--- src/hw/rtl/lbpre_pkg.sv ---
`default_nettype none

package lbpre_pkg;

   localparam int LED_COUNT_DEF = 3;

   // stream widths
   localparam int REQ_DATA_W = 144;
   localparam int REQ_USER_W = 4;
   localparam int RSP_DATA_W = 56;
   localparam int RSP_USER_W = 1;

   // shared serial divider
   localparam int DIVIDEND_W = 17;
   localparam int DIVISOR_W  = 9;
   localparam int DIV_CNT_W  = 5;

   localparam logic [6:0]  MID_MAX    = 7'd127;
   localparam logic [15:0] DELAY_CAP  = 16'd7500;
   localparam logic [8:0]  HALF_SEC   = 9'd500;
   localparam logic [16:0] DWELL_CAP  = 17'd60;
   localparam logic [3:0]  NIBBLE_MAX = 4'hf;

   localparam logic [7:0] DELAY_KEEP_MASK = 8'h0f;
   localparam logic [7:0] DUTY_HIGH       = 8'hf0;
   localparam logic [7:0] SLOPE_BIT       = 8'h10;
   localparam logic [7:0] ON_BIT          = 8'h01;
   localparam logic [7:0] PULSE_DUTY      = 8'hff;

   // request kinds
   typedef enum logic [1:0] {
      CMD_OFF   = 2'd0,
      CMD_ON    = 2'd1,
      CMD_PULSE = 2'd2,
      CMD_SLOPE = 2'd3
   } cmd_type;

   typedef struct packed {
      logic                  start;
      logic [DIVIDEND_W-1:0] dividend;
      logic [DIVISOR_W-1:0]  divisor;
   } div_req_type;

   typedef struct packed {
      logic                  done;
      logic [DIVIDEND_W-1:0] quotient;
   } div_rsp_type;

   function automatic logic [3:0] sat_nibble(input logic [DIVIDEND_W-1:0] q);
      if (q > DIVIDEND_W'(NIBBLE_MAX)) return NIBBLE_MAX;
      else return q[3:0];
   endfunction

   // round a step time up to 4 ms, cap at 60 ms, return in 4 ms units
   function automatic logic [3:0] dwell_nibble(input logic [DIVIDEND_W-1:0] q);
      logic [5:0] t;
      t = q[5:0] + 6'd3;
      if (q > DWELL_CAP) return NIBBLE_MAX;
      else return t[5:2];
   endfunction

endpackage

`default_nettype wire

--- src/hw/rtl/lbpre_divider.sv ---
`default_nettype none

module lbpre_divider (
   input  wire logic                 clock,
   input  wire logic                 reset,
   input  wire lbpre_pkg::div_req_type div_req,
   output lbpre_pkg::div_rsp_type    div_rsp
);

   logic                             busy_ff, busy_in;
   logic                             done_ff, done_in;
   logic [lbpre_pkg::DIV_CNT_W-1:0]  cnt_ff, cnt_in;
   logic [lbpre_pkg::DIVIDEND_W-1:0] work_ff, work_in;
   logic [lbpre_pkg::DIVISOR_W-1:0]  rem_ff, rem_in;
   logic [lbpre_pkg::DIVISOR_W-1:0]  divisor_ff, divisor_in;
   logic [lbpre_pkg::DIVISOR_W:0]    trial;
   logic                             fits;

   // one quotient bit per cycle, dividend shifts out as quotient shifts in
   assign trial = {rem_ff, work_ff[lbpre_pkg::DIVIDEND_W-1]};
   assign fits  = trial >= {1'b0, divisor_ff};

   always_comb begin
      busy_in    = busy_ff;
      done_in    = 1'b0;
      cnt_in     = cnt_ff;
      work_in    = work_ff;
      rem_in     = rem_ff;
      divisor_in = divisor_ff;
      if (div_req.start) begin
         busy_in    = 1'b1;
         cnt_in     = lbpre_pkg::DIV_CNT_W'(lbpre_pkg::DIVIDEND_W);
         work_in    = div_req.dividend;
         rem_in     = '0;
         divisor_in = div_req.divisor;
      end else if (busy_ff) begin
         if (fits) rem_in = lbpre_pkg::DIVISOR_W'(trial - {1'b0, divisor_ff});
         else rem_in = trial[lbpre_pkg::DIVISOR_W-1:0];
         work_in = {work_ff[lbpre_pkg::DIVIDEND_W-2:0], fits};
         cnt_in  = cnt_ff - lbpre_pkg::DIV_CNT_W'(1);
         if (cnt_ff == lbpre_pkg::DIV_CNT_W'(1)) begin
            busy_in = 1'b0;
            done_in = 1'b1;
         end
      end
   end

   always_ff @(posedge clock) begin
      if (reset) begin
         busy_ff <= 1'b0;
         done_ff <= 1'b0;
         cnt_ff  <= '0;
      end else begin
         busy_ff <= busy_in;
         done_ff <= done_in;
         cnt_ff  <= cnt_in;
      end
   end

   always_ff @(posedge clock) begin
      work_ff    <= work_in;
      rem_ff     <= rem_in;
      divisor_ff <= divisor_in;
   end

   assign div_rsp.done     = done_ff;
   assign div_rsp.quotient = work_ff;

endmodule

`default_nettype wire

--- src/hw/rtl/led_blink_pattern_register_encoder.sv ---
`default_nettype none

// Encodes one LED light request into that LED's register image and returns the
// updated enable byte, the current byte and the LED's five slope bytes. Off,
// steady on, bad requests and out-of-range LED indexes skip the divider. Pulse
// runs two divisions and slope seven (start delay, four dwell steps, two totals)
// on one shared 17-step bit-serial divider. One item is worked at a time; a new
// item is taken while the previous result still waits in the output register.
module led_blink_pattern_register_encoder #(
   parameter int LED_COUNT = lbpre_pkg::LED_COUNT_DEF
) (
   input  wire logic                              clock,
   input  wire logic                              reset,
   input  wire logic                              req_tvalid,
   output logic                                   req_tready,
   // rgb_level, mid_level, start_delay_ms, on_time_ms, off_time_ms,
   // rise_first_ms, rise_second_ms, fall_first_ms, fall_second_ms
   input  wire logic [lbpre_pkg::REQ_DATA_W-1:0]  req_tdata,
   // cmd, led_index
   input  wire logic [lbpre_pkg::REQ_USER_W-1:0]  req_tuser,
   output logic                                   rsp_tvalid,
   input  wire logic                              rsp_tready,
   // enable_byte, current_byte, period_byte, duty_byte, delay_byte,
   // rise_dwell_byte, fall_dwell_byte
   output logic [lbpre_pkg::RSP_DATA_W-1:0]       rsp_tdata,
   // bad_request
   output logic [lbpre_pkg::RSP_USER_W-1:0]       rsp_tuser
);

   localparam logic [1:0] S_IDLE  = 2'd0;
   localparam logic [1:0] S_START = 2'd1;
   localparam logic [1:0] S_WAIT  = 2'd2;
   localparam logic [1:0] S_DONE  = 2'd3;

   localparam logic [3:0] OP_DLY  = 4'd0;
   localparam logic [3:0] OP_D1   = 4'd1;
   localparam logic [3:0] OP_D2   = 4'd2;
   localparam logic [3:0] OP_D3   = 4'd3;
   localparam logic [3:0] OP_D4   = 4'd4;
   localparam logic [3:0] OP_T1   = 4'd5;
   localparam logic [3:0] OP_T2   = 4'd6;
   localparam logic [3:0] OP_PON  = 4'd7;
   localparam logic [3:0] OP_POFF = 4'd8;

   localparam int SLOTS = 5;

   // request payload
   logic [1:0]  cmd_ff, led_ff;
   logic [23:0] rgb_ff;
   logic [7:0]  mid_ff;
   logic [15:0] sdel_ff, ton_ff, toff_ff, r1_ff, r2_ff, f1_ff, f2_ff;

   logic [1:0] state_ff, state_in;
   logic [3:0] op_ff, op_in;

   logic [3:0] dly_ff, d1_ff, d2_ff, d3_ff, d4_ff, ton_nib_ff, toff_nib_ff;

   logic [7:0] enable_ff;
   logic [7:0] img_ff [LED_COUNT][SLOTS];

   logic                            rsp_valid_ff, rsp_valid_in;
   logic                            rsp_bad_ff;
   logic [lbpre_pkg::RSP_DATA_W-1:0] rsp_data_ff;

   lbpre_pkg::div_req_type div_req;
   lbpre_pkg::div_rsp_type div_rsp;

   logic        accept, led_ok, mid_bad, need_div, last_op, zero_div, out_free, commit;
   logic [6:0]  mid7, inv7;
   logic [10:0] prod_a, prod_b;
   logic [11:0] prod_sum;
   logic [7:0]  cur_row [SLOTS];
   logic [7:0]  new_row [SLOTS];
   logic [7:0]  new_en, on_mask, slp_mask, level, cc;
   logic        bad;

   assign accept     = req_tvalid && req_tready;
   assign req_tready = (state_ff == S_IDLE);
   assign led_ok     = 32'(led_ff) < LED_COUNT;
   assign mid_bad    = mid_ff > 8'(lbpre_pkg::MID_MAX);
   // decide from the incoming item, as the registered copy lands in the cycle after
   assign need_div   = (32'(req_tuser[3:2]) < LED_COUNT) &&
                       ((req_tuser[1:0] == lbpre_pkg::CMD_PULSE) ||
                        ((req_tuser[1:0] == lbpre_pkg::CMD_SLOPE) &&
                         (req_tdata[31:24] <= 8'(lbpre_pkg::MID_MAX))));
   assign last_op    = (op_ff == OP_T2) || (op_ff == OP_POFF);
   assign out_free   = !rsp_valid_ff || rsp_tready;
   assign commit     = (state_ff == S_DONE) && out_free;

   always_ff @(posedge clock) begin
      if (accept) begin
         cmd_ff  <= req_tuser[1:0];
         led_ff  <= req_tuser[3:2];
         rgb_ff  <= req_tdata[23:0];
         mid_ff  <= req_tdata[31:24];
         sdel_ff <= req_tdata[47:32];
         ton_ff  <= req_tdata[63:48];
         toff_ff <= req_tdata[79:64];
         r1_ff   <= req_tdata[95:80];
         r2_ff   <= req_tdata[111:96];
         f1_ff   <= req_tdata[127:112];
         f2_ff   <= req_tdata[143:128];
      end
   end

   // sequencer
   always_comb begin
      state_in = state_ff;
      op_in    = op_ff;
      case (state_ff)
         S_IDLE: begin
            if (accept) state_in = need_div ? S_START : S_DONE;
         end
         S_START: state_in = S_WAIT;
         S_WAIT: begin
            if (div_rsp.done) begin
               if (last_op) state_in = S_DONE;
               else begin
                  state_in = S_START;
                  op_in    = op_ff + 4'd1;
               end
            end
         end
         S_DONE: begin
            if (out_free) state_in = S_IDLE;
         end
         default: state_in = S_IDLE;
      endcase
   end

   // pick the first division from the incoming item
   always_ff @(posedge clock) begin
      if (reset) begin
         state_ff <= S_IDLE;
         op_ff    <= OP_DLY;
      end else if ((state_ff == S_DONE) && !out_free) begin
         state_ff <= state_in;
      end else if ((state_ff == S_IDLE) && accept) begin
         state_ff <= state_in;
         op_ff    <= (req_tuser[1:0] == lbpre_pkg::CMD_PULSE) ? OP_PON : OP_DLY;
      end else begin
         state_ff <= state_in;
         op_ff    <= op_in;
      end
   end

   // divider operands per step
   assign mid7     = mid_ff[6:0];
   assign inv7     = lbpre_pkg::MID_MAX - mid7;

   always_comb begin
      prod_a = 11'd0;
      prod_b = 11'd0;
      if (op_ff == OP_T2) begin
         prod_a = 11'(d4_ff) * 11'(mid7);
         prod_b = 11'(d3_ff) * 11'(inv7);
      end else begin
         prod_a = 11'(d1_ff) * 11'(mid7);
         prod_b = 11'(d2_ff) * 11'(inv7);
      end
   end

   assign prod_sum = 12'(prod_a) + 12'(prod_b);

   always_comb begin
      div_req.start    = (state_ff == S_START);
      div_req.dividend = '0;
      div_req.divisor  = lbpre_pkg::HALF_SEC;
      case (op_ff)
         OP_DLY: begin
            div_req.dividend = 17'((sdel_ff > lbpre_pkg::DELAY_CAP) ?
                                   lbpre_pkg::DELAY_CAP : sdel_ff);
         end
         OP_D1: begin
            div_req.dividend = 17'(r1_ff);
            div_req.divisor  = 9'(mid7);
         end
         OP_D2: begin
            div_req.dividend = 17'(r2_ff);
            div_req.divisor  = 9'(inv7);
         end
         OP_D3: begin
            div_req.dividend = 17'(f1_ff);
            div_req.divisor  = 9'(inv7);
         end
         OP_D4: begin
            div_req.dividend = 17'(f2_ff);
            div_req.divisor  = 9'(mid7);
         end
         OP_T1: begin
            div_req.dividend = 17'({prod_sum, 2'b00}) + 17'(ton_ff)
                               + 17'(lbpre_pkg::HALF_SEC - 9'd1);
         end
         OP_T2: begin
            div_req.dividend = 17'({prod_sum, 2'b00}) + 17'(toff_ff)
                               + 17'(lbpre_pkg::HALF_SEC - 9'd1);
         end
         OP_PON: begin
            div_req.dividend = 17'(ton_ff) + 17'(lbpre_pkg::HALF_SEC - 9'd1);
         end
         OP_POFF: begin
            div_req.dividend = 17'(toff_ff) + 17'(lbpre_pkg::HALF_SEC - 9'd1);
         end
         default: div_req.dividend = '0;
      endcase
   end

   assign zero_div = (div_req.divisor == '0);

   lbpre_divider u_divider (
      .clock   (clock),
      .reset   (reset),
      .div_req (div_req),
      .div_rsp (div_rsp)
   );

   // a ramp with no brightness steps gets dwell zero
   always_ff @(posedge clock) begin
      if ((state_ff == S_WAIT) && div_rsp.done) begin
         case (op_ff)
            OP_DLY: dly_ff <= lbpre_pkg::sat_nibble(div_rsp.quotient);
            OP_D1:  d1_ff  <= zero_div ? 4'd0 : lbpre_pkg::dwell_nibble(div_rsp.quotient);
            OP_D2:  d2_ff  <= zero_div ? 4'd0 : lbpre_pkg::dwell_nibble(div_rsp.quotient);
            OP_D3:  d3_ff  <= zero_div ? 4'd0 : lbpre_pkg::dwell_nibble(div_rsp.quotient);
            OP_D4:  d4_ff  <= zero_div ? 4'd0 : lbpre_pkg::dwell_nibble(div_rsp.quotient);
            OP_T1, OP_PON:  ton_nib_ff  <= lbpre_pkg::sat_nibble(div_rsp.quotient);
            OP_T2, OP_POFF: toff_nib_ff <= lbpre_pkg::sat_nibble(div_rsp.quotient);
            default: dly_ff <= dly_ff;
         endcase
      end
   end

   // read the addressed LED's image
   always_comb begin
      for (int s = 0; s < SLOTS; s++) cur_row[s] = 8'd0;
      for (int l = 0; l < LED_COUNT; l++) begin
         if (led_ff == 2'(l)) begin
            for (int s = 0; s < SLOTS; s++) cur_row[s] = img_ff[l][s];
         end
      end
   end

   always_comb begin
      case (led_ff)
         2'd0:    level = rgb_ff[23:16];
         2'd1:    level = rgb_ff[15:8];
         2'd2:    level = rgb_ff[7:0];
         default: level = 8'd0;
      endcase
   end

   assign on_mask  = lbpre_pkg::ON_BIT << led_ff;
   assign slp_mask = lbpre_pkg::SLOPE_BIT << led_ff;

   always_comb begin
      for (int s = 0; s < SLOTS; s++) new_row[s] = cur_row[s];
      new_en = enable_ff;
      cc     = 8'd0;
      bad    = 1'b0;
      case (cmd_ff)
         lbpre_pkg::CMD_OFF: begin
            new_en     = enable_ff & ~on_mask & ~slp_mask;
            new_row[2] = cur_row[2] & lbpre_pkg::DELAY_KEEP_MASK;
         end
         lbpre_pkg::CMD_ON: begin
            cc     = level;
            new_en = (enable_ff | on_mask) & ~slp_mask;
         end
         lbpre_pkg::CMD_PULSE: begin
            cc         = level;
            new_en     = enable_ff | on_mask | slp_mask;
            new_row[0] = {toff_nib_ff, ton_nib_ff};
            new_row[1] = lbpre_pkg::PULSE_DUTY;
            new_row[2] = 8'd0;
            new_row[3] = 8'd0;
            new_row[4] = 8'd0;
         end
         lbpre_pkg::CMD_SLOPE: begin
            if (mid_bad) begin
               bad = 1'b1;
            end else begin
               cc         = level;
               new_en     = enable_ff | on_mask | slp_mask;
               new_row[0] = {toff_nib_ff, ton_nib_ff};
               new_row[1] = lbpre_pkg::DUTY_HIGH | {4'd0, mid_ff[6:3]};
               new_row[2] = {dly_ff, 4'd0};
               new_row[3] = {d2_ff, d1_ff};
               new_row[4] = {d4_ff, d3_ff};
            end
         end
         default: bad = 1'b0;
      endcase
   end

   // commit the image for an in-range LED and load the result together
   always_ff @(posedge clock) begin
      if (reset) begin
         enable_ff <= 8'd0;
         for (int l = 0; l < LED_COUNT; l++) begin
            for (int s = 0; s < SLOTS; s++) img_ff[l][s] <= 8'd0;
         end
      end else if (commit && led_ok) begin
         enable_ff <= new_en;
         for (int l = 0; l < LED_COUNT; l++) begin
            if (led_ff == 2'(l)) begin
               for (int s = 0; s < SLOTS; s++) img_ff[l][s] <= new_row[s];
            end
         end
      end
   end

   always_comb begin
      rsp_valid_in = rsp_valid_ff;
      if (commit) rsp_valid_in = 1'b1;
      else if (rsp_tready) rsp_valid_in = 1'b0;
   end

   always_ff @(posedge clock) begin
      if (reset) rsp_valid_ff <= 1'b0;
      else rsp_valid_ff <= rsp_valid_in;
   end

   always_ff @(posedge clock) begin
      if (commit) begin
         if (led_ok) begin
            rsp_bad_ff  <= bad;
            rsp_data_ff <= {new_row[4], new_row[3], new_row[2], new_row[1], new_row[0],
                            cc, new_en};
         end else begin
            rsp_bad_ff  <= 1'b0;
            rsp_data_ff <= {48'd0, enable_ff};
         end
      end
   end

   assign rsp_tvalid = rsp_valid_ff;
   assign rsp_tdata  = rsp_data_ff;
   assign rsp_tuser  = rsp_bad_ff;

   a_done_in_wait: assert property (@(posedge clock) disable iff (reset)
      div_rsp.done |-> (state_ff == S_WAIT))
      else $error("divider finished outside of a wait step");

   a_commit_loads: assert property (@(posedge clock) disable iff (reset)
      commit |=> rsp_valid_ff)
      else $error("committed item produced no result");

   a_bad_no_current: assert property (@(posedge clock) disable iff (reset)
      (rsp_valid_ff && rsp_bad_ff) |-> (rsp_data_ff[15:8] == 8'd0))
      else $error("rejected item carries a current setting");

   a_enable_unused_bits: assert property (@(posedge clock) disable iff (reset)
      !enable_ff[3] && !enable_ff[7])
      else $error("reserved enable bit set");

endmodule

`default_nettype wire
--- config.mk ---
export PLATFORM = sky130hd
export DESIGN_NAME = led_blink_pattern_register_encoder
export DESIGN_NICKNAME = d
export VERILOG_FILES = /design/src/hw/rtl/lbpre_pkg.sv /design/src/hw/rtl/lbpre_divider.sv /design/src/hw/rtl/led_blink_pattern_register_encoder.sv
export SDC_FILE = /design/constraint.sdc
export NUM_CORES = 1
export LEC_CHECK = 0
export ABC_AREA = 1
export BUFFER_PORTS_ARGS = -buffer_cell sky130_fd_sc_hd__buf_2
export CAP_MARGIN = 20
export CORE_MARGIN = 2
export CORE_UTILIZATION = 50
export CTS_CLUSTER_SIZE = 28
export DETAILED_ROUTE_END_ITERATION = 6
export PLACE_DENSITY = 0.76
export SLEW_MARGIN = 20
export SYNTH_ARGS = -nofsm -noshare
export SYNTH_HDL_FRONTEND = slang
export SYNTH_SLANG_ARGS = --single-unit
--- constraint.sdc ---
create_clock -name clock -period 10.8 [get_ports clock]
set_clock_uncertainty 0.15 [all_clocks]
set_input_delay 2.7 -clock clock [delete_from_list [all_inputs] [get_ports clock]]
set_output_delay 2.7 -clock clock [all_outputs]
set_load 0.02 [all_outputs]
==> impl_metrics.env <==
export IMPL_min_period_ns=6.97
export IMPL_synth_distinct_cells=54
export IMPL_synthTopCellsByArea="edfxtp_1 49%, nand2_1 9.8%, ha_1 7.7%, inv_1 5.3%, nor2_1 5.2%"
export IMPL_synth_common_cells="605 x nand2_1, 378 x edfxtp_1, 327 x inv_1, 324 x nor2_1, 143 x ha_1"
export IMPL_rsz0062_at_grt="no"
export IMPL_synth_warnings=0
export IMPL_clk_pin_slew_ns=0.06
export IMPL_yosysSeqAreaShare_pct=51.6
export IMPL_dieHeight_microns=219
export IMPL_worst_path_max_delay_cell="edfxtp_1"
export IMPL_max_slew_worst_pin_slew_ns=1.09
export IMPL_hold_viol=0
export IMPL_setup_tns_ns=0
export IMPL_powerDensity_mw_per_mm2=165
export IMPL_diodes=0
export IMPL_place_congestion=0.950
export IMPL_drive_above_1_share_pct=12.4
export IMPL_fin_crit_sh_pct=64.6
export IMPL_ctsResizeCount=0
export IMPL_cp_end_kind="flip-flop"
export IMPL_drtAntennaViolNets=0
export IMPL_finalSetupViolCount=0
export IMPL_cp_data_required_time_ns=11.00
export IMPL_regArea_sq_mm=0.0120
export IMPL_postCtsSetupRepairBufs=0
export IMPL_netlist_area_sq_mm=0.0232
export IMPL_holdBufCountCts=0
export IMPL_cpMostUsedCell="nand2_1"
export IMPL_status="complete, no violations"
export IMPL_synth_top_family_by_area="simple AND/OR/NAND/NOR gates"
export IMPL_routed_via_density=5.52
export IMPL_design_area_sq_mm=0.0263
export IMPL_hpwl_microns=44900
export IMPL_yosys_area_share_adder_pct=11.5
export IMPL_synth_cells=2516
export IMPL_dp_cells=3257
export IMPL_irDropWorstVdd_mv=0.171
export IMPL_clockRootBuffer="clkbuf_16"
export IMPL_synth_compound_area_share_pct=8.92
export IMPL_rows=78
export IMPL_fmax_mhz=143
export IMPL_numCtsBuffers=43
export IMPL_syn_avg_cell_area_sq_um=9.23
export IMPL_finalNonFillerCells=3337
export IMPL_grt_ovfl_total=0
export IMPL_cts_tree="done"
export IMPL_clockBufferDepth=3
export IMPL_yosys_register_bits=409
export IMPL_slew_violations=0
export IMPL_grt_pass1_vias=17800
export IMPL_wl_microns=61600
export IMPL_synth_nets=2855
export IMPL_vias=18400
export IMPL_fp_dieW_microns=219
export IMPL_dieArea_sq_mm=0.0482
export IMPL_synth_most_common_cell="nand2_1"
export IMPL_hp_class="flip-flop to flip-flop"
export IMPL_drt_pass1_iterations=6
export IMPL_max_cap_viol_count=0
export IMPL_power_leakage_nw=11.8
export IMPL_synth_simple_area_share_pct=20.2
export IMPL_fillers=3899
export IMPL_portBuffers=210
export IMPL_synth_top_flop_cell="edfxtp_1"
export IMPL_grt_use_total_pct=25.7
export IMPL_detail_route_wl_per_cell_microns=18.5
export IMPL_initial_core_util_pct=50.9
export IMPL_reg2reg_slack_ns=3.83
export IMPL_max_slew_margin_pct=26.9
export IMPL_area_delta_synth_final_pct=13.3
export IMPL_timing_hold_ws_ns=0.281
export IMPL_boundaryPins=211
export IMPL_nets=3042
export IMPL_synthArstFlopShare_pct=0
export IMPL_crit_path_max_fanout=17
export IMPL_grt_pass1_wl_microns=95700
export IMPL_cp_slowest_stage_delay_ns=0.78
export IMPL_grt_max_degree=77
export IMPL_clk_latency_ns=0.59
export IMPL_arrival_ns=7.18
export IMPL_post_route_drc_count=0
export IMPL_clock_sinks=409
export IMPL_antenna_found_initial=1
export IMPL_h_tree_depth=2
export IMPL_synth_top_area_share_pct=48.9
export IMPL_crit_path_start_kind="flip-flop"
export IMPL_synth_xor_area_share_pct=0.905
export IMPL_synth_edff_count=378
export IMPL_dpl_cell_area_sq_mm=0.0249
export IMPL_synth_top_cell_by_area="edfxtp_1"
export IMPL_multiInputGateArea_sq_mm=0.00974
export IMPL_synthMuxAreaShare_pct=0.0431
export IMPL_core_sq_mm=0.0456
export IMPL_crit_type="flip-flop to flip-flop"
export IMPL_drt_iter0_drc=1492
layout make-up:
class	instances	area share (%)
flip-flops and latches	409	45.5
multi-input cells	1693	37.0
inverters	331	4.72
repair buffers	225	4.45
clock buffers	56	4.31
well taps	600	2.85
clock inverters	23	1.10
state kept, by name, indices dropped and copies added (netlist names), 17 cells and up:
name / cells
rgb_ff: 24
u_divider.work_ff: 17
rsp_tdata: 56
img_ff: 120
per-stage QoR:
step                util, %  total power [W]  setup slack, ns
floorplan                 -          0.00259             1.45
global placement       54.6          0.00284             4.03
detailed placement     54.6          0.00286             3.91
CTS                    57.7          0.00435             3.90
global route           57.7          0.00452             3.34
finish                 57.7          0.00433             3.83
cells by family (layout without fill, tap and decap cells):
| family | after synthesis | after routing |
|---|---|---|
| compound gates | 342 | 342 |
| xor+xnor | 24 | 24 |
| fa+ha+maj | 187 | 187 |
| buf+inv | 414 | 635 |
| flops | 409 | 409 |
| mux | 1 | 1 |
| simple gates | 1139 | 1139 |
worst paths after layout:
| kind | from | endpoint | depth (start not counted) |
|---|---|---|---|
| hold reg to reg | enable_ff[3]$_SDFFE_PP0P_ | enable_ff[3]$_SDFFE_PP0P_ | 2 |
| setup / recovery | mid_ff[2]$_DFFE_PP_ | u_divider.work_ff[15]$_DFFE_PP_ | 32 |
| hold / removal | enable_ff[3]$_SDFFE_PP0P_ | enable_ff[3]$_SDFFE_PP0P_ | 2 |
| setup reg to reg | mid_ff[2]$_DFFE_PP_ | u_divider.work_ff[15]$_DFFE_PP_ | 32 |
worst max-delay path, delay by kind of cell, from the launching register on:
kind                     cells  cell delay (ns)
flip-flops                   1             0.78
buffers and inverters        2             0.12
AO/OA/AOI/OAI                6             1.22
adder cells (fa/ha/maj)      6             2.57
AND/OR/NAND/NOR             18             1.89
routing by layer:
metal / global-route usage [%] / part of all wire (%) / vias to the layer above / wire length, microns
met4: 11.6 / 4.8 / 2 / 2930
met2: 42.7 / 48 / 735 / 29600
met1: 33.0 / 40 / 8709 / 24600
li1: - / - / 8809 / -
met3: 4.27 / 7.3 / 152 / 4500
met5: 0 / 0.021 / - / 13
layout by cell type (no fill, tap or decap), types with 10 or more instances in the layout:
cell and n:
a22oi_1 24, o211ai_1 19, buf_4 14, or2_2 10
a22o_1 16, ha_1 143, inv_1 327, nor2_1 318
fa_1 44, xor2_1 19, nand2_1 605, edfxtp_1 378
dfxtp_1 31, nand4_1 26, clkbuf_1 12, nand3_1 120
buf_2 210, nor3_1 20, a221oi_1 11, a21oi_1 114
clkbuf_16 43, o21ai_0 97
report_power, final:
part / internal, W / switching [W] / leakage [nW] / total, W
sequential: 0.00192 / 0.0000912 / 3.91 / 0.00201
combinational: 0.000248 / 0.000581 / 7.23 / 0.000830
clock: 0.000852 / 0.000640 / 0.681 / 0.00149
(Power assumes the default switching activity.)
